`config.mk`:
```
export PLATFORM = sky130hd
export DESIGN_NAME = pbb_fifo
export DESIGN_NICKNAME = d
export VERILOG_FILES = /design/src/pbb_fifo.sv
export SDC_FILE = /design/constraint.sdc
export NUM_CORES = 1
export LEC_CHECK = 0
export BUFFER_PORTS_ARGS = -buffer_cell sky130_fd_sc_hd__buf_2
export CORE_MARGIN = 1
export CORE_UTILIZATION = 32
export CTS_CLUSTER_SIZE = 10
export DETAILED_ROUTE_END_ITERATION = 16
export GPL_ROUTABILITY_DRIVEN = 0
export GPL_TIMING_DRIVEN = 1
export PLACE_DENSITY = 0.56
export SYNTH_ARGS = -nofsm -noshare
export SYNTH_HDL_FRONTEND = slang
export SYNTH_SLANG_ARGS = --single-unit
```
`constraint.sdc`:
```
create_clock -name clk_i -period 1.72 [get_ports clk_i]
set_clock_uncertainty 0.05 [all_clocks]
set_input_delay 0.172 -clock clk_i [delete_from_list [all_inputs] [get_ports clk_i]]
set_output_delay 0.172 -clock clk_i [all_outputs]
set_load 0.01 [all_outputs]
```
`src/pbb_fifo.sv`:
```
// ----------------------------------------------------------------------------
// pbb_fifo
// Small register queue with occupancy count.
// ----------------------------------------------------------------------------
`default_nettype none

module pbb_fifo #(
  parameter int WIDTH = 8,
  parameter int DEPTH = 4
) (
  input  wire logic                       clk_i,
  input  wire logic                       rst_ni,
  input  wire logic                       push_i,
  input  wire logic [WIDTH-1:0]           wdata_i,
  input  wire logic                       pop_i,
  output logic      [WIDTH-1:0]           rdata_o,
  output logic                            empty_o,
  output logic                            full_o,
  output logic      [$clog2(DEPTH+1)-1:0] count_o
);

  localparam int AW = (DEPTH > 1) ? $clog2(DEPTH) : 1;
  localparam int CW = $clog2(DEPTH + 1);

  logic [WIDTH-1:0] mem_q [DEPTH];
  logic [AW-1:0]    wptr_q, wptr_d, rptr_q, rptr_d;
  logic [CW-1:0]    cnt_q, cnt_d;
  logic             do_push, do_pop;

  assign empty_o = (cnt_q == '0);
  assign full_o  = (cnt_q == CW'(DEPTH));
  assign count_o = cnt_q;
  assign rdata_o = mem_q[rptr_q];
  assign do_push = push_i && !full_o;
  assign do_pop  = pop_i && !empty_o;

  always_comb begin
    wptr_d = wptr_q;
    rptr_d = rptr_q;
    cnt_d  = cnt_q;
    if (do_push) begin
      wptr_d = (wptr_q == AW'(DEPTH - 1)) ? '0 : wptr_q + 1'b1;
    end
    if (do_pop) begin
      rptr_d = (rptr_q == AW'(DEPTH - 1)) ? '0 : rptr_q + 1'b1;
    end
    if (do_push && !do_pop) begin
      cnt_d = cnt_q + 1'b1;
    end else if (do_pop && !do_push) begin
      cnt_d = cnt_q - 1'b1;
    end
  end

  always_ff @(posedge clk_i or negedge rst_ni) begin
    if (!rst_ni) begin
      wptr_q <= '0;
      rptr_q <= '0;
      cnt_q  <= '0;
    end else begin
      wptr_q <= wptr_d;
      rptr_q <= rptr_d;
      cnt_q  <= cnt_d;
    end
  end

  always_ff @(posedge clk_i) begin
    if (do_push) begin
      mem_q[wptr_q] <= wdata_i;
    end
  end

endmodule

`default_nettype wire

```
==> run metrics, run 1 <==
status=finished, violations left; failing checks=setup timing; CTS tree=built; worst-case vdd ir drop=730 uV; share of layout cells above drive strength 1=about three fifths; Core Area=~4800 sq um; Final Max Slew Viols=0; crit-path cells=nor3b_4 -> nor2b_2 -> ha_4 -> inv_2 -> fa_2 -> mux2_2; CP Capture Type=register; Leak=around 0.8 nW; Area Growth Syn to Fin=29.9%; Place WS=-146 ps; most frequent cells after synthesis=edfxtp_1, mux4_2, dfrtp_1; drt pass-1 iters=4; Hold/Removal Path Class=in -> reg; family with the most delay on the worst path=adder cells; # nets final=between 100 and 150; IO buf count=24; worst r2r src=count_o[1]$_DFFE_PN0P_; crit path buf inv count=1; # IOs=25; Finished Core Util=about 44%; Clock transition at path regs=70 ps; top cells by area, synth=edfxtp_1, mux4_2, dfrtp_1, ha_1, mux2_2; Cell Area, Synth=between 1500 and 2000 sq um; Setup crit start kind=register; max frequency=543 MHz; final instance area=about 2100 sq um; diode count=0; Final Hold Fails=0; number of flops mapped to enable cells by yosys=32; wire per inst=roughly 14 microns; Arr. time, crit path=approximately 2000 ps; # DRC=0; DR vias/cell=4.39; fin crit share=107%; gr usage total=11.4%; biggest area consumer among synthesized cells=edfxtp_1; GRT overflow=0; vias in the first global route=850; clk buf depth=2; async set-or-reset flop fraction in the synthesized netlist=around 18%; RSZ-0062 raised after global routing=true; worst-margin pin slew=between 400 and 500 ps; Final setup viols=2; pin count of the biggest net entering global routing=13; class of the most critical setup path=reg -> reg; die footprint=around 5400 sq um; # clock sinks=39; DIE HEIGHT=about 73 microns; crit-path max cell delay=450 ps; worst setup margin=-123 ps; Max-Cap Viols=0; worst-path maximum fanout=3; Vias=approximately 840; post-synth cell types=19; Syn Area/Cell=~21 sq um; 1st-iter DRT viols=44; Slew Limit Headroom=71.1%; post-synthesis register bit count=39; Hold Crit Start=wdata_i[3]; PwrDens=about 1700 nW/um^2; most frequent cell after synthesis=edfxtp_1; Top FF cell, synth=edfxtp_1; Cells after Synth=approximately 80; Initial Util=approximately a third; Worst EP required=1840 ps; dpl hpwl=1830 microns; Tmin final=about 1800 ps; Placed Area=around 1900 sq um; Routed Wire Length=between 2000 and 3000 microns; post-synthesis sequential area ratio=a little over two thirds; slowest CP cell=dfrtp_2; initial antenna violation count=0; H-tree Lvls=2; Num CTS Buffers=5; Worst Setup SP=count_o[1]$_DFFE_PN0P_; YS warnings=0; synthesized net count=roughly 100; global-route wire length before repair=about 4200 microns; Detail Route Antenna Nets=0; top cell type's share of synthesized area=between 50 and 60%; Rows=25; CTS Root Cell=clkbuf_8; Clock Latency Late Sink=roughly 280 ps; Die X=about 73 microns
-- what timing repair did --
action	CTS	global route
gates resized for setup	5	9
hold buffers	1	0
setup buffers	4	5
endpoints found under the hold margin	7	0
endpoints found under the setup margin	2	42
pin swaps	5	5
-- area by class of cell --
cell class,count,area (sq um)
clock buffers,6,72.6
clock inverters,2,12.5
fillers,423,2680
inverters,3,11.3
multi-input cells,34,484
flip-flops and latches,39,1140
well taps,67,83.8
repair buffers,41,302
-- worst paths after layout --
path,end,slack (ps),depth (start not counted)
worst max-delay path,count_o[1]$_DFFE_PN0P_,-120,6
worst min-delay path,mem_q[3][3]$_DFFE_PP_,50,1
worst max register to register,count_o[1]$_DFFE_PN0P_,-120,6
worst min register to register,wptr_q[1]$_DFFE_PN0P_,540,1
max in group asynchronous,count_o[1]$_DFFE_PN0P_,1260,2
min in group asynchronous,wptr_q[0]$_DFFE_PN0P_,190,2
-- logic make-up (layout without fill, tap and decap cells) --
kind of cell | Yosys count | after routing | synth area share [%]
multiplexers | 13 | 13 | 15.1
adder cells (fa/ha/maj) | 7 | 7 | 5.87
AND/OR/NAND/NOR | 11 | 11 | 5.41
buffers and inverters | 6 | 52 | 1.93
flip-flops | 39 | 39 | 70.1
XOR/XNOR | 3 | 3 | 1.62
-- layout by cell type (no fill, tap or decap) --
| cell type | Yosys | layout |
|---|---|---|
| buf_4 | 0 | 14 |
| ha_4 | 0 | 1 |
| xor2_1 | 2 | 2 |
| mux4_2 | 8 | 8 |
| clkbuf_8 | 0 | 5 |
| inv_1 | 3 | 2 |
| buf_2 | 1 | 17 |
| dfrtp_1 | 7 | 5 |
| mux2_2 | 3 | 3 |
| nand2b_4 | 1 | 1 |
| nor3b_4 | 1 | 1 |
| nor2b_2 | 1 | 1 |
| clkinv_2 | 0 | 1 |
| clkbuf_1 | 0 | 1 |
| fa_2 | 0 | 1 |
| nor2_1 | 3 | 3 |
| dfrtp_2 | 0 | 2 |
| inv_2 | 0 | 1 |
| ha_1 | 6 | 5 |
| xnor2_1 | 1 | 1 |
| and2_4 | 0 | 4 |
| clkinvlp_4 | 0 | 1 |
| nor3_4 | 0 | 1 |
| buf_6 | 1 | 9 |
| edfxtp_1 | 32 | 32 |
| mux2_4 | 2 | 2 |
| dlygate4sd3_1 | 0 | 1 |
-- per-stage QoR --
stage	std cells	hold WS (ps)	total power, mW	setup TNS [ps]
2_1_floorplan	79	-174	2.29	-435
3_3_place_gp	176	-37.8	2.73	-152
3_5_place_dp	176	-36.9	2.78	-274
4_1_cts	189	42.6	3.44	-214
5_1_grt	192	40.4	3.83	-638
6_report	192	49.7	3.60	-244
-- power by group --
part	switching [mW]	internal [mW]
Sequential	0.176	1.28
Combinational	0.636	0.928
Clock	0.296	0.283
-- state kept, by name (all words and copies together) (netlist names) --
name / cells
mem_q: 32
wptr_q: 2
rptr_q: 2
count_o: 3
-- layer usage --
layer	up-vias	global-route usage (%)	share of wire, %
met1	420	14.2	41
met5	-	0	0
met3	6	5.39	6.6
met4	0	3.92	1.3
met2	24	17.4	51
li1	393	-	-
(Power assumes the default switching activity.)
==> run 2, diff against run 1 <==
- PLACE_DENSITY: 0.56 -> 0.5
==> run metrics, run 2 (synthesis results as in run 1) <==
# DRC=0; CTS Root Cell=clkbuf_8; Num CTS Buffers=5; dpl hpwl=1830 microns; failing checks=setup timing; RSZ-0062 raised after global routing=true; most frequent cells in the layout=edfxtp_1, buf_2, buf_4, mux4_2, buf_6; diode count=0; crit path buf inv count=1; Post-Layout Cell Count=190; Core Area=~4800 sq um; crit-path max cell delay=between 400 and 500 ps; Tmin final=around 1900 ps; grt met3 use=between 4 and 5%; class of the most critical setup path=reg -> reg; CP Capture Type=register; Detail Route Antenna Nets=0; H-tree Lvls=2; met1 GRT Util=13.6%; drt pass-1 iters=4; CTS tree=built; Hold/Removal Path Class=in -> reg; max FFs per register=32; crit-path cells=nor3_4 -> nand2b_4 -> ha_4 -> inv_2 -> fa_2 -> xor2_1 -> nor2_1 -> xor2_1; PwrDens=1760 nW/um^2; Initial Util=33.9%; # clock sinks=39; slowest CP cell=dfrtp_2; Clock Latency Late Sink=approximately 280 ps; WHS=~47 ps; GRT overflow=0; M2 GR Usage=around 18%; worst-case vdd ir drop=between 600 and 700 uV; Vias=about 810; # IOs=25; IO buf count=24; wire per inst=roughly 14 microns; pin count of the biggest net entering global routing=14; DIE HEIGHT=roughly 73 microns; initial antenna violation count=0; final instance area=roughly 2100 sq um; worst setup margin=-134 ps; Placed Area=about 1900 sq um; worst-path maximum fanout=3; Area Growth Syn to Fin=30.3%; Clock transition at path regs=80 ps; most used cell along the critical path=xor2_1; share of layout cells above drive strength 1=approximately 59%; vias in the first global route=about 840; gr usage total=11.3%; Slew Limit Headroom=between 70 and 80%; Worst EP required=1840 ps; DR vias/cell=4.27; worst-margin pin slew=448 ps; fillers=between 400 and 500; status=finished, violations left; Max-Cap Viols=0; Setup crit start kind=register; Routed Wire Length=roughly 2600 microns; global-route wire length before repair=roughly 4200 microns; family with the most delay on the worst path=adder cells; GRT busiest layer=met2; Leak=around 0.82 nW; Final Max Slew Viols=0; Rows=25; Final setup viols=2; die footprint=about 5400 sq um; # nets final=about 140; Die X=approximately 73 microns; Arr. time, crit path=between 1500 and 2000 ps; 1st-iter DRT viols=44; fin crit share=108%; commonest non-fill, non-tap cell in the layout=edfxtp_1; DP Cell Count=176; Final Hold Fails=0; clk buf depth=2; largest reg by FF count=mem_q; max frequency=around 540 MHz
==> run 2: worst register-to-register path, cell delays in order, from the launching register on <==
cell,delay (ps)
dfrtp_2,450
nor3_4,180
nand2b_4,170
ha_4,140
inv_2,30
fa_2,320
xor2_1,170
nor2_1,80
xor2_1,150
==> run 2: timing repair <==
| action | 4_1_cts | 5_1_grt |
|---|---|---|
| resized for setup | 4 | 10 |
| hold buffers | 1 | 0 |
| endpoints found under the hold margin | 7 | 0 |
| pin swaps | 6 | 2 |
| gates cloned | 0 | 0 |
| buffers inserted | 2 | 3 |
| endpoints found under the setup margin | 2 | 26 |
==> run 2: report_power, final <==
part	internal [mW]	total, mW	switching (mW)
Sequential	1.28	1.47	0.184
Combinational	0.895	1.49	0.598
Clock	0.432	0.748	0.316
Total	2.61	3.71	1.10
==> run 2: stage by stage <==
stage               setup TNS, ps  power [mW]  util (%)  setup WS (ps)
finish                       -237        3.71      44.1           -134
global route                 -663        3.94      44.1           -207
CTS                          -258        3.59      42.7           -150
detailed placement           -277        2.78      39.7           -152
global placement             -149        2.74      39.7          -83.2
floorplan                    -435        2.29         -           -236
==> run 2: per-layer routing <==
| layer | part of all wire, % | vias to the layer above | wire length [microns] |
|---|---|---|---|
| met1 | 43 | 403 | 1150 |
| met5 | 0 | - | 0 |
| met4 | 1.7 | 0 | 45 |
| li1 | - | 385 | - |
| met2 | 51 | 17 | 1340 |
| met3 | 4.2 | 6 | 112 |
==> run 2: final timing paths <==
kind                       cells past startpoint                      to                    from  slack [ps]
max                                            8  count_o[2]$_DFFE_PN0P_  count_o[0]$_DFFE_PN0P_        -130
min                                            1   mem_q[0][3]$_DFFE_PP_              wdata_i[3]          50
max in group asynchronous                      2  count_o[1]$_DFFE_PN0P_                  rst_ni        1250
min in group asynchronous                      2   wptr_q[1]$_DFFE_PN0P_                  rst_ni         200
min reg2reg                                    1   wptr_q[1]$_DFFE_PN0P_   wptr_q[1]$_DFFE_PN0P_         530
max reg2reg                                    8  count_o[2]$_DFFE_PN0P_  count_o[0]$_DFFE_PN0P_        -130
==> run 2: layout make-up <==
class | count | area (sq um) | area share, %
well taps | 67 | 83.8 | 3.97
clock buffers | 5 | 68.8 | 3.26
flip-flops and latches | 39 | 1140 | 53.9
repair buffers | 39 | 278 | 13.2
clock inverters | 3 | 43.8 | 2.07
multi-input cells | 34 | 488 | 23.1
inverters | 3 | 11.3 | 0.533
